===== config.mk =====
export PLATFORM = sky130hd
export DESIGN_NAME = accel_decay_slew_follower
export DESIGN_NICKNAME = d
export VERILOG_FILES = /design/src/rtl/adsf_pkg.sv /design/src/rtl/adsf_div.sv /design/src/rtl/accel_decay_slew_follower.sv
export SDC_FILE = /design/constraint.sdc
export NUM_CORES = 2
export LEC_CHECK = 0
export ABC_AREA = 0
export BUFFER_PORTS_ARGS = -buffer_cell sky130_fd_sc_hd__buf_2
export CORE_UTILIZATION = 60
export CTS_CLUSTER_DIAMETER = 80
export DETAILED_ROUTE_END_ITERATION = 16
export GPL_TIMING_DRIVEN = 1
export PLACE_DENSITY = 0.77
export SLEW_MARGIN = 10
export SYNTH_ARGS = -nofsm -noshare
export SYNTH_HDL_FRONTEND = slang
export SYNTH_SLANG_ARGS = --single-unit

===== constraint.sdc =====
create_clock -name i_clk -period 16.8 [get_ports i_clk]
set_input_delay 2.52 -clock i_clk [delete_from_list [all_inputs] [get_ports i_clk]]
set_output_delay 2.52 -clock i_clk [all_outputs]
set_load 0.01 [all_outputs]

===== src/rtl/adsf_pkg.sv =====
// ----------------------------------------------------------------------------
// adsf_pkg
// types and constants shared by the slew follower modules
// ----------------------------------------------------------------------------
package adsf_pkg;

    localparam int ADSF_DECAY_STEPS = 10;

    localparam int VAL_W      = 32;
    localparam int STEP_W     = 31;
    localparam int FRAC_W     = 17;
    localparam int CFG_IDX_W  = 2;
    localparam int IN_TDATA_W = 128;
    localparam int DVD_W      = 49;
    localparam int DVS_W      = 31;

    localparam logic [FRAC_W-1:0] ONE_Q16   = 17'd65536;
    localparam logic [32:0]       GAP_LIMIT = 33'd655;

    // x / 10 as (x * RECIP10) >> RECIP10_SH, exact for 17 bit x
    localparam logic [19:0] RECIP10    = 20'hCCCCD;
    localparam int          RECIP10_SH = 23;
    localparam int          DEC_STEP_MAX = 6554;

    localparam logic OP_UPDATE = 1'b0;
    localparam logic OP_LOAD   = 1'b1;

    typedef enum logic [CFG_IDX_W-1:0] {
        CFG_MIN_SPEED,
        CFG_MAX_SPEED,
        CFG_ACCEL_FRACTION,
        CFG_DECEL_FRACTION
    } t_cfg_idx;

    typedef enum logic [4:0] {
        ST_IDLE,
        ST_DEC_INIT,
        ST_DEC_MUL,
        ST_DEC_CMP,
        ST_DEC_DIV,
        ST_DEC_ACC,
        ST_UP_GAP,
        ST_UP_S1,
        ST_UP_S1C,
        ST_UP_DK,
        ST_UP_A1,
        ST_UP_A2,
        ST_UP_CMUL,
        ST_UP_CCMP,
        ST_UP_DIV,
        ST_UP_NV,
        ST_UP_NV2,
        ST_UP_OUT
    } t_state;

endpackage


===== src/rtl/adsf_div.sv =====
// ----------------------------------------------------------------------------
// adsf_div
// restoring divider, one quotient bit per cycle, unsigned operands
// ----------------------------------------------------------------------------
module adsf_div
    import adsf_pkg::*;
(
    input  logic             i_clk,
    input  logic             i_rst_n,
    input  logic             i_start,
    input  logic [DVD_W-1:0] i_dividend,
    input  logic [DVS_W-1:0] i_divisor,
    output logic             o_done,
    output logic [DVD_W-1:0] o_quotient
);

    localparam int CNT_W = $clog2(DVD_W + 1);

    logic             r_busy;
    logic             r_done;
    logic [CNT_W-1:0] r_cnt;
    logic [DVS_W-1:0] r_dvs;
    logic [DVS_W-1:0] r_rem;
    logic [DVD_W-1:0] r_quo;

    logic [DVS_W:0]   trial;
    logic [DVS_W:0]   diff;
    logic             ge;

    always_comb begin
        trial = {r_rem, r_quo[DVD_W-1]};
        ge    = trial >= {1'b0, r_dvs};
        diff  = trial - {1'b0, r_dvs};
    end

    always_ff @(posedge i_clk) begin
        if (!i_rst_n) begin
            r_busy <= 1'b0;
            r_done <= 1'b0;
            r_cnt  <= '0;
        end else begin
            r_done <= 1'b0;
            if (i_start) begin
                r_busy <= 1'b1;
                r_cnt  <= CNT_W'(DVD_W);
            end else if (r_busy) begin
                r_cnt <= r_cnt - 1'b1;
                if (r_cnt == CNT_W'(1)) begin
                    r_busy <= 1'b0;
                    r_done <= 1'b1;
                end
            end
        end
    end

    always_ff @(posedge i_clk) begin
        if (i_start) begin
            r_dvs <= i_divisor;
            r_rem <= '0;
            r_quo <= i_dividend;
        end else if (r_busy) begin
            r_rem <= ge ? diff[DVS_W-1:0] : trial[DVS_W-1:0];
            r_quo <= {r_quo[DVD_W-2:0], ge};
        end
    end

    assign o_done     = r_done;
    assign o_quotient = r_quo;

endmodule


===== src/rtl/accel_decay_slew_follower.sv =====
// ----------------------------------------------------------------------------
// accel_decay_slew_follower
// moves a value toward a target with a kept velocity, signed Q16.16
//
// channel   direction  tdata fields (low bit up)                       tuser
// s_axis    in         current_value, target_value, time_step,         operation
//                      load_velocity, one pad bit
// m_axis    out        next_value                                      -
// cfg       in         index selects register, data holds its value    -
//
// an update takes the decay path or the accel path, or for a small gap gives the target;
// a clamp division runs a 49-step serial divider, all products share one multiplier
// a velocity load gives no transaction on m_axis
// after reset and after each config write the decay time is rebuilt
// over at most DECAY_STEPS steps, inputs not ready meanwhile
// reset is synchronous, active low; a stalled result is held in the output register
// ----------------------------------------------------------------------------
module accel_decay_slew_follower
    import adsf_pkg::*;
#(
    parameter int DECAY_STEPS = ADSF_DECAY_STEPS
) (
    input  logic                  i_clk,
    input  logic                  i_rst_n,
    input  logic                  i_s_axis_tvalid,
    output logic                  o_s_axis_tready,
    // current_value[31:0], target_value[63:32], time_step[94:64],
    // load_velocity[126:95], zero[127]
    input  logic [IN_TDATA_W-1:0] i_s_axis_tdata,
    // operation[0]
    input  logic                  i_s_axis_tuser,
    output logic                  o_m_axis_tvalid,
    input  logic                  i_m_axis_tready,
    // next_value[31:0]
    output logic [VAL_W-1:0]      o_m_axis_tdata,
    input  logic                  i_cfg_valid,
    output logic                  o_cfg_ready,
    input  logic [CFG_IDX_W-1:0]  i_cfg_index,
    input  logic [STEP_W-1:0]     i_cfg_data
);

    localparam int DT_W = $clog2(DECAY_STEPS * DEC_STEP_MAX + 1);
    localparam int I_W  = $clog2(DECAY_STEPS + 1);
    localparam logic [I_W-1:0] STEPS_C = I_W'(DECAY_STEPS);

    function automatic logic [VAL_W-1:0] sat32(input logic [63:0] x);
        logic [VAL_W-1:0] res;
        if (!x[63] && (x[62:31] != '0)) begin
            res = 32'h7FFF_FFFF;
        end else if (x[63] && (x[62:31] != '1)) begin
            res = 32'h8000_0000;
        end else begin
            res = x[31:0];
        end
        return res;
    endfunction

    t_state r_state;
    t_state n_state;

    // configuration
    logic [STEP_W-1:0] r_min;
    logic [STEP_W-1:0] r_max;
    logic [FRAC_W-1:0] r_accel;
    logic [FRAC_W-1:0] r_decel;

    // kept state
    logic [VAL_W-1:0]  r_vel;
    logic [DT_W-1:0]   r_dt;

    // decay time sequencer
    logic [FRAC_W-1:0] r_d;
    logic [DT_W-1:0]   r_sum;
    logic [I_W-1:0]    r_i;

    // update working registers
    logic [VAL_W-1:0]  r_cur;
    logic [VAL_W-1:0]  r_tgt;
    logic [STEP_W-1:0] r_step;
    logic [VAL_W-1:0]  r_v;
    logic              r_neg;
    logic [32:0]       r_adelta;
    logic [49:0]       r_acc;
    logic              r_branch;
    logic              r_sneg;
    logic [VAL_W-1:0]  r_res;
    logic [63:0]       r_prod;

    logic              r_out_valid;
    logic [VAL_W-1:0]  r_out_data;

    logic              in_acc;
    logic              cfg_acc;
    logic              out_free;
    logic              div_start;
    logic              div_done;
    logic [DVD_W-1:0]  div_quo;

    logic [FRAC_W-1:0] acc_f;
    logic [FRAC_W-1:0] dec_f;
    logic [FRAC_W-1:0] keep_dec;
    logic [FRAC_W-1:0] keep_acc;
    logic [32:0]       delta;
    logic [32:0]       adelta;
    logic [32:0]       vel33;
    logic [32:0]       v33;
    logic [32:0]       s33;
    logic [31:0]       vel_abs;
    logic [31:0]       v_abs;
    logic              s_pos;
    logic [63:0]       gap64;
    logic [DVS_W-1:0]  dvs;
    logic              dec_go;
    logic              fast_hit;
    logic              clamp;
    logic [VAL_W-1:0]  v_start;
    logic [63:0]       dk64;
    logic [49:0]       p2;
    logic [49:0]       num;
    logic [49:0]       num_mag;
    logic [63:0]       a64;
    logic [63:0]       q64;
    logic [32:0]       sum33;
    logic [32:0]       sum_mag;
    logic [63:0]       tv64;
    logic [63:0]       nv64;
    logic [32:0]       mul_a;
    logic [30:0]       mul_b;

    assign out_free = !r_out_valid || i_m_axis_tready;
    assign in_acc   = i_s_axis_tvalid && o_s_axis_tready;
    assign cfg_acc  = i_cfg_valid && o_cfg_ready;

    // datapath helpers
    always_comb begin
        acc_f    = (r_accel > ONE_Q16) ? ONE_Q16 : r_accel;
        dec_f    = (r_decel > ONE_Q16) ? ONE_Q16 : r_decel;
        keep_dec = ONE_Q16 - dec_f;
        keep_acc = ONE_Q16 - acc_f;

        delta  = {r_tgt[31], r_tgt} - {r_cur[31], r_cur};
        adelta = delta[32] ? (33'd0 - delta) : delta;

        vel33   = {r_vel[31], r_vel};
        v33     = {r_v[31], r_v};
        vel_abs = r_vel[31] ? 32'(33'd0 - vel33) : r_vel;
        v_abs   = r_v[31] ? 32'(33'd0 - v33) : r_v;
        s33     = r_neg ? (33'd0 - v33) : v33;
        s_pos   = !s33[32] && (s33 != '0);

        v_start = r_vel;
        if (vel_abs < {1'b0, r_min}) begin
            v_start = delta[32] ? 32'(33'd0 - {2'b0, r_min}) : {1'b0, r_min};
        end

        gap64    = {15'd0, r_adelta, 16'd0};
        fast_hit = s_pos && (gap64 < r_prod);
        dvs      = r_branch ? r_step : DVS_W'(r_dt);
        clamp    = fast_hit && (dvs != '0);
        dec_go   = (r_prod[47:0] > {1'b0, r_min, 16'd0}) && (r_i < STEPS_C);

        dk64 = r_v[31] ? (64'd0 - {32'd0, r_prod[47:16]}) : {32'd0, r_prod[47:16]};

        p2      = {2'b0, r_prod[47:0]};
        num     = r_acc + (r_neg ? (50'd0 - p2) : p2);
        num_mag = num[49] ? (50'd0 - num) : num;
        a64     = num[49] ? (64'd0 - {31'd0, num_mag[48:16]}) : {31'd0, num_mag[48:16]};

        q64 = r_neg ? (64'd0 - {15'd0, div_quo}) : {15'd0, div_quo};

        sum33   = vel33 + v33;
        sum_mag = sum33[32] ? (33'd0 - sum33) : sum33;
        tv64    = r_sneg ? (64'd0 - {17'd0, r_prod[63:17]}) : {17'd0, r_prod[63:17]};
        nv64    = {{32{r_cur[31]}}, r_cur} + tv64;
    end

    // next state
    always_comb begin
        n_state = r_state;
        unique case (r_state)
            ST_IDLE: begin
                if (cfg_acc) begin
                    n_state = ST_DEC_INIT;
                end else if (in_acc && (i_s_axis_tuser == OP_UPDATE)) begin
                    n_state = ST_UP_GAP;
                end
            end
            ST_DEC_INIT: n_state = ST_DEC_MUL;
            ST_DEC_MUL:  n_state = ST_DEC_CMP;
            ST_DEC_CMP:  n_state = dec_go ? ST_DEC_DIV : ST_IDLE;
            ST_DEC_DIV:  n_state = ST_DEC_ACC;
            ST_DEC_ACC:  n_state = ST_DEC_MUL;
            ST_UP_GAP:   n_state = (adelta <= GAP_LIMIT) ? ST_UP_OUT : ST_UP_S1;
            ST_UP_S1:    n_state = ST_UP_S1C;
            ST_UP_S1C:   n_state = fast_hit ? ST_UP_DK : ST_UP_A1;
            ST_UP_DK:    n_state = ST_UP_CMUL;
            ST_UP_A1:    n_state = ST_UP_A2;
            ST_UP_A2:    n_state = ST_UP_CMUL;
            ST_UP_CMUL:  n_state = ST_UP_CCMP;
            ST_UP_CCMP:  n_state = clamp ? ST_UP_DIV : ST_UP_NV;
            ST_UP_DIV:   n_state = div_done ? ST_UP_NV : ST_UP_DIV;
            ST_UP_NV:    n_state = ST_UP_NV2;
            ST_UP_NV2:   n_state = ST_UP_OUT;
            ST_UP_OUT:   n_state = out_free ? ST_IDLE : ST_UP_OUT;
            default:     n_state = ST_IDLE;
        endcase
    end

    // outputs and multiplier operands
    always_comb begin
        o_s_axis_tready = 1'b0;
        o_cfg_ready     = 1'b0;
        div_start       = 1'b0;
        mul_a           = '0;
        mul_b           = '0;
        unique case (r_state)
            ST_IDLE: begin
                o_cfg_ready     = 1'b1;
                o_s_axis_tready = !i_cfg_valid;
            end
            ST_DEC_MUL: begin
                mul_a = 33'(r_d);
                mul_b = r_max;
            end
            ST_DEC_CMP: begin
                mul_a = 33'(r_d);
                mul_b = 31'(keep_dec);
            end
            ST_DEC_DIV: begin
                mul_a = 33'({1'b0, r_prod[32:16]} + 18'd5);
                mul_b = 31'(RECIP10);
            end
            ST_UP_S1: begin
                mul_a = 33'(s33[31:0]);
                mul_b = 31'(r_dt);
            end
            ST_UP_S1C: begin
                mul_a = 33'(v_abs);
                mul_b = fast_hit ? 31'(keep_dec) : 31'(keep_acc);
            end
            ST_UP_A1: begin
                mul_a = 33'(r_max);
                mul_b = 31'(acc_f);
            end
            ST_UP_CMUL: begin
                mul_a = 33'(s33[31:0]);
                mul_b = r_branch ? r_step : 31'(r_dt);
            end
            ST_UP_CCMP: begin
                div_start = clamp;
            end
            ST_UP_NV: begin
                mul_a = sum_mag;
                mul_b = r_step;
            end
            default: begin
                mul_a = '0;
            end
        endcase
    end

    always_ff @(posedge i_clk) begin
        if (!i_rst_n) begin
            r_state     <= ST_DEC_INIT;
            r_min       <= '0;
            r_max       <= '0;
            r_accel     <= '0;
            r_decel     <= '0;
            r_vel       <= '0;
            r_out_valid <= 1'b0;
        end else begin
            r_state <= n_state;
            if (cfg_acc) begin
                unique case (t_cfg_idx'(i_cfg_index))
                    CFG_MIN_SPEED:      r_min   <= i_cfg_data;
                    CFG_MAX_SPEED:      r_max   <= i_cfg_data;
                    CFG_ACCEL_FRACTION: r_accel <= i_cfg_data[FRAC_W-1:0];
                    CFG_DECEL_FRACTION: r_decel <= i_cfg_data[FRAC_W-1:0];
                endcase
            end
            if (in_acc && (i_s_axis_tuser == OP_LOAD)) begin
                r_vel <= i_s_axis_tdata[126:95];
            end
            if (r_state == ST_UP_NV) begin
                r_vel <= r_v;
            end
            if ((r_state == ST_UP_OUT) && out_free) begin
                r_out_valid <= 1'b1;
            end else if (i_m_axis_tready) begin
                r_out_valid <= 1'b0;
            end
        end
    end

    always_ff @(posedge i_clk) begin
        r_prod <= {31'd0, mul_a} * {33'd0, mul_b};
        if ((r_state == ST_UP_OUT) && out_free) begin
            r_out_data <= r_res;
        end
        unique case (r_state)
            ST_IDLE: begin
                r_cur  <= i_s_axis_tdata[31:0];
                r_tgt  <= i_s_axis_tdata[63:32];
                r_step <= i_s_axis_tdata[94:64];
            end
            ST_DEC_INIT: begin
                r_d   <= ONE_Q16;
                r_sum <= '0;
                r_i   <= '0;
            end
            ST_DEC_CMP: begin
                if (!dec_go) begin
                    r_dt <= r_sum;
                end
            end
            ST_DEC_DIV: begin
                r_d <= r_prod[32:16];
            end
            ST_DEC_ACC: begin
                r_sum <= r_sum + DT_W'(r_prod[RECIP10_SH+12:RECIP10_SH]);
                r_i   <= r_i + 1'b1;
            end
            ST_UP_GAP: begin
                r_res    <= r_tgt;
                r_neg    <= delta[32];
                r_adelta <= adelta;
                r_v      <= v_start;
            end
            ST_UP_S1C: begin
                r_branch <= fast_hit;
            end
            ST_UP_DK: begin
                r_v <= sat32(dk64);
            end
            ST_UP_A1: begin
                r_acc <= r_v[31] ? (50'd0 - {2'b0, r_prod[47:0]}) : {2'b0, r_prod[47:0]};
            end
            ST_UP_A2: begin
                r_v <= sat32(a64);
            end
            ST_UP_DIV: begin
                if (div_done) begin
                    r_v <= sat32(q64);
                end
            end
            ST_UP_NV: begin
                r_sneg <= sum33[32];
            end
            ST_UP_NV2: begin
                r_res <= sat32(nv64);
            end
            default: begin
            end
        endcase
    end

    adsf_div u_div (
        .i_clk      (i_clk),
        .i_rst_n    (i_rst_n),
        .i_start    (div_start),
        .i_dividend ({r_adelta, 16'd0}),
        .i_divisor  (dvs),
        .o_done     (div_done),
        .o_quotient (div_quo)
    );

    assign o_m_axis_tvalid = r_out_valid;
    assign o_m_axis_tdata  = r_out_data;

endmodule


# After elaboration in Yosys (flattened, before gate mapping)
# Cells that the tools add are included.
[classes]
n_addsub = 22
multipliers = 1
magnitude_cmp = 8
n_eq_ne = 27
muxes = 59
bitwise = 4
reduce_logical = 52
[ops]
columns = ["operator", "count"]
rows = [
  ["$mux 32", 15],
  ["$mux 64", 4],
  ["$pmux 31 s8", 1],
  ["$pmux 33 s6", 1],
  ["$mux 49", 3],
  ["$ne 32x32->1 const B", 4],
  ["$pmux 32 s4", 1],
  ["$reduce_bool 32->1", 4],
  ["$mux 33", 3],
  ["$pmux 5 s16", 1],
  ["$pmux 17 s2", 2],
  ["$sub 1x32->33 const A", 2],
  ["$sub 1x33->33 const A", 2],
  ["$add 64x64->64", 1],
  ["$lt 49x64->1", 1],
  ["$mul 33x31->64", 1],
  ["$pmux 32 s2", 1],
  ["$mux 31", 2],
  ["$mux 17", 3],
  ["$add 50x50->50", 1],
  ["$mux 50", 1],
  ["$sub 1x49->50 const A", 1],
  ["$sub 1x48->49 const A", 1],
  ["$sub 1x49->49 const A", 1],
  ["48 further kinds", 116],
]
[word_totals]
regBits = 648
input_bits = 167
output_inout_bits = 35

# Logic depth before layout (Yosys ltp)
[depth]
word_depth = 12
mapped_depth = 56

# By module
# A second synthesis with hierarchy kept.
[hier_totals]
cells_unflattened = 9666
area_unflattened_um2 = 82715.6
[modules_own_cells]
columns = ["module", "instances", "cells_per_inst", "area_per_inst_um2", "seq_area_each_um2"]
rows = [
  ["accel_decay_slew_follower", 1, 9073, 76208.1, 13903.3],
  ["adsf_div", 1, 593, 6507.5, 3183.1],
]

# Least setup slack after synthesis
# OpenSTA, ideal clock, no wires.
[synth_path]
path_kind = "register to register"
start = "register r_v[7]"
end = "register r_prod[48]"
setup_time_ns = 0.072
arrival_time_ns = 12.116
slack_ns = 4.612
stages_incl_launch_ff = 50
n_path_buf = 4
period_less_slack_ns = 12.188
path_cell_list = "edfxtp_1 buf_2 or4_1 buf_2 or4_1 nor4_2 nand4b_1 nor3_1 ha_1 o21ai_0 a211oi_1 nand3_1 a2111oi_0 nand4_1 nor3_1 and4_1 nor2_4 a22oi_1 (+14 left out) inv_1 fa_1 inv_1 ha_1 and3_1 nor2b_1 a211o_1 a21oi_1 o21ai_0 o31ai_1 o311ai_0 and3_1 o21a_1 o21a_1 o21ai_0 nand2b_1 a21oi_1 xnor2_1"
[synth_between]
elab_chain_len = 8
elab_cells_between_ends = 14
classes_between = "add/sub (3); mul (1); mux (6); reduce/logical (4)"
[synth_lines]
columns = ["element", "line", "source"]
rows = [
  ["start, declared", "accel_decay_slew_follower.sv:80", "logic [VAL_W-1:0] r_v;"],
  ["start signal, assigned", "accel_decay_slew_follower.sv:327", "r_v <= v_start;"],
  ["start signal, assigned", "accel_decay_slew_follower.sv:333", "r_v <= sat32(dk64);"],
  ["start signal, assigned", "accel_decay_slew_follower.sv:339", "r_v <= sat32(a64);"],
  ["$sub 1x32->33", "accel_decay_slew_follower.sv:148", "s33 = r_neg ? (33'd0 - v33) : v33;"],
  ["$mux 33 (*)", "accel_decay_slew_follower.sv:148", ""],
  ["$reduce_bool 33->1 or $logic_not 1->1 (tied branches)", "accel_decay_slew_follower.sv:149", "s_pos = !s33[32] && (s33 != '0);"],
  ["$logic_and 1x1->1 (*)", "accel_decay_slew_follower.sv:149", ""],
  ["$logic_and 1x1->1 (*)", "accel_decay_slew_follower.sv:157", "fast_hit = s_pos && (gap64 < r_prod);"],
  ["named net fast_hit", "accel_decay_slew_follower.sv:114", "logic fast_hit;"],
  ["$mux 17 (*)", "accel_decay_slew_follower.sv:239", "mul_b = fast_hit ? 31'(keep_dec) : 31'(keep_acc);"],
  ["$pmux 31 s8 (*)", "accel_decay_slew_follower.sv:216", "unique case (r_state)"],
  ["$mul 33x31->64 (*)", "accel_decay_slew_follower.sv:296", "r_prod <= {31'd0, mul_a} * {33'd0, mul_b};"],
  ["end signal, assigned", "accel_decay_slew_follower.sv:296", ""],
  ["end, declared", "accel_decay_slew_follower.sv:87", "logic [63:0] r_prod;"],
]
# Mark *: on every way through the listed nets, which the timed path passes. The rest lies on a longest branch.
# A chain may end at the register's enable or synchronous reset.

# Worst setup path after layout
[layout_path]
start = "register r_v[7]"
end = "register r_prod[60]"
[layout_between]
elab_chain_len = 8
elab_cells_between_ends = 14
classes_between = "add/sub (3); mul (1); mux (6); reduce/logical (4)"
[layout_lines]
columns = ["element", "line"]
rows = [
  ["parallel branches: the longest is 7 deep, another holds $add 32x32->33", "n/a"],
  ["$mul 33x31->64 (*)", "accel_decay_slew_follower.sv:296"],
]
# Every way passes the cells marked *.

==> flow_summary.toml <==
[run_status]
outcome = "finished clean"

[hold_path]
hold_path_class = "reg -> reg"

[routing]
drt-pass1-iter-count = 12
dr.first_iter.drc_count = 10002
drcViolationCount = 0
viasPerCell = 6.473
num_vias = 74691
totalWireLength_um = 300400
avgRoutedWirePerCell_um = 26.04
final_antenna_net_count = 0

[global_routing]
grt_usage_pct = 42.80
grt_pass1_wl_um = 448500
grt_overflow = 0
antenna_found_initial = 28
grt_max_degree = 99
grt_pass1_vias = 72628

[placement]
gp_congestion = 1.040
portBuffers = 200
dpl.hpwl_um = 235700

[sta]
fin_setup_tns_ps = 0
finalMaxSlewViolations = 0
finClkSkew_ps = 55.89
finalCriticalPeriod_ps = 15920
finalHoldViolations = 0
max_freq_ghz = 0.06280
setup_violations = 0
worst_pin_slew_ps = 1278
post-route-period-util_pct = 94.78
rsz0062_at_grt = "no"
max-slew-margin-rel_pct = 14.76

[power]
p_int_mw = 5.349
p_sw_share_pct = 52.59
p_seq_share_pct = 18.6
p_comb_share_pct = 65.8
p_clk_share_pct = 15.7
switching_power_mw = 5.934
powerDensity_nw_per_um2 = 127.6
power.leakage_nw = 39.74
ir_drop_v = 0.0001548

[cts]
tritoncts = "yes"
cts_root_buf = "clkbuf_16"
cts.sinks = 648
cts_resized = 0
cts_buffers = 73
h-tree-depth = 3
clkTransAtPathRegs_ps = 60
clockBufferDepth = 3
hold_buffers = 0
cts_setup_buffers = 0
clk_latency_ps = 710

[critical_path]
start_kind = "flip-flop"
arrival_ps = 16560
path_common_cell = "fa_1"
cp_top_family = "simple AND/OR/NAND/NOR gates"
endpoint_kind = "flip-flop"
path_buf_inv = 5
max_stage_delay_ps = 990
slowest_stage = "o311ai_0"
critPathKind = "reg -> reg"
required_ps = 17440
cp_max_fo = 13

[floorplan]
die_y_um = 373.5
coreArea_sq_um = 136100
fp-row-count = 135
die_w_um = 373.5
io_pins = 202
initial_core_util_pct = 60.81
die_area_sq_um = 139500

[cells_and_area]
drive_gt1_share_pct = 7.309
final_net_count = 11323
fin_util_pct = 64.93
layout.area.seq_sq_um = 16930
area_growth_pct = 6.776
fillers = 11467
multi_input_area_sq_um = 59590

[synthesis]
ys_warn_count = 0
yosysUniqueCellTypes = 116
yosysSeqAreaShare_pct = 20.44
async_flop_share_pct = 0
syn_area_per_cell_sq_um = 8.528
syn_inst = 9708
synthesis.area_sq_um = 82790
yosys_register_bits = 648
synth_fp_nets = 11350
synth_edf_count = 395
ys.flop_type = "edfxtp_1"

[job]
maxCapViolations = 0
[cell usage in the layout, fill, tap and decap left out, types with 34 or more instances in the layout]
| cell | n |
|---|---|
| a211oi_1 | 60 |
| nor3_1 | 156 |
| and2_1 | 89 |
| buf_4 | 197 |
| mux2_2 | 37 |
| o21bai_1 | 34 |
| o31ai_1 | 81 |
| a21o_1 | 150 |
| buf_2 | 199 |
| dfxtp_1 | 252 |
| o21a_1 | 82 |
| o211a_1 | 43 |
| a21boi_0 | 115 |
| nand2_1 | 1396 |
| xor2_1 | 158 |
| fa_1 | 901 |
| a31oi_1 | 47 |
| nor2b_1 | 60 |
| inv_1 | 1201 |
| mux2i_1 | 47 |
| and3_1 | 63 |
| nor4_1 | 51 |
| o21ai_0 | 398 |
| nand4_1 | 93 |
| nand2b_1 | 75 |
| xnor2_1 | 474 |
| or3_1 | 101 |
| o21ai_1 | 36 |
| edfxtp_1 | 395 |
| clkbuf_16 | 74 |
| nor2_1 | 886 |
| nand3_1 | 168 |
| ha_1 | 574 |
| a21oi_1 | 323 |
| or4_1 | 38 |
[sequential cells by signal, indices dropped and copies added, names as in the netlist, 33 cells and up]
| register | cells |
|---|---|
| u_div.o_quotient | 49 |
| r_adelta | 33 |
| r_prod | 64 |
| r_acc | 49 |
[synthesized netlist by cell type (all sizes together) (35+ instances only)]
cell / n / area (sq um)
a211oi: 64 / 500.5
a21boi: 116 / 870.8
a21o: 150 / 1126
a21oi: 330 / 1663
a31oi: 49 / 327.8
and2: 89 / 556.8
and3: 63 / 394.1
buf: 84 / 399.1
clkbuf: 414 / 1554
dfxtp: 253 / 5065
edfxtp: 395 / 11860
fa: 901 / 18040
ha: 574 / 7182
inv: 1203 / 4516
mux2: 38 / 427.9
mux2i: 47 / 470.5
nand2: 1397 / 5246
nand2b: 75 / 469.2
nand3: 169 / 845.8
nand4: 93 / 581.8
nor2: 891 / 3354
nor2b: 61 / 381.6
nor3: 167 / 872.1
nor4: 57 / 396.6
o211a: 43 / 430.4
o211ai: 42 / 360.4
o21a: 82 / 615.6
o21ai: 449 / 2258
o21bai: 35 / 266.5
o31ai: 81 / 608.1
or2: 39 / 244.0
or3: 101 / 631.9
or4: 39 / 296.5
xnor2: 474 / 4151
xor2: 158 / 1384
[per-layer routing]
layer / GRT usage (%) / wire length [um]
met5: 0 / 72
met4: 24.20 / 20380
met3: 12.23 / 41860
met2: 61.91 / 124800
met1: 57.46 / 113300
[power groups by stage]
stage | combinational (mW) | clock (mW) | sequential [mW]
2_1_floorplan | 4.86 | 0 | 2.03
3_3_place_gp | 6.98 | 0 | 2.11
3_5_place_dp | 7.10 | 0 | 2.11
4_1_cts | 7.15 | 1.77 | 2.08
5_1_grt | 7.89 | 1.82 | 2.10
6_report | 7.42 | 1.77 | 2.09
[cell families (layout without fill, tap and decap cells)]
| family | Yosys count | count (layout) | share of synthesized area (%) |
|---|---|---|---|
| simple gates | 3334 | 3334 | 18.24 |
| flops | 648 | 648 | 20.44 |
| mux | 85 | 85 | 1.085 |
| xor+xnor | 632 | 632 | 6.686 |
| other cells | 0 | 16 | 0 |
| compound gates | 1829 | 1829 | 15.25 |
| buf+inv | 1705 | 1739 | 7.831 |
| fa+ha+maj | 1475 | 1475 | 30.46 |
[final cells by class]
class                      instances  share of cell area, %
multi-input combinational       7355                  67.41
sequential                       648                  19.15
inverter                        1207                  5.126
timing repair buffer             396                  2.800
tap                             1781                  2.521
clock buffer                      86                  2.202
clock inverter                    50                 0.7473
antenna                           16                0.04529
[worst paths after layout]
kind | start | endpoint | slack [ps] | cells past startpoint
min | r_res[17]$_DFFE_PP_ | o_m_axis_tdata[17]$_DFFE_PP_ | 420 | 0
min reg2reg | r_res[17]$_DFFE_PP_ | o_m_axis_tdata[17]$_DFFE_PP_ | 420 | 0
max reg2reg | r_v[7]$_DFFE_PP_ | r_prod[60]$_DFF_P_ | 880 | 48
max | r_v[7]$_DFFE_PP_ | r_prod[60]$_DFF_P_ | 880 | 48
[metrics by stage]
step | power (mW) | area (sq um) | hold WS (ps) | instances | setup slack (ps)
finish | 11.28 | 88400 | 417.2 | 11539 | 876.9
CTS | 11.00 | 88360 | 418.3 | 11523 | 1308
detailed placement | 9.212 | 85760 | 404.5 | 11387 | 1427
global route | 11.81 | 88390 | 422.2 | 11533 | 321.9
global placement | 9.091 | 85760 | 404.6 | 11387 | 1621
floorplan | 6.899 | 82790 | 400.3 | 9708 | 4612
Note: power is estimated with default switching activity, not from simulation.
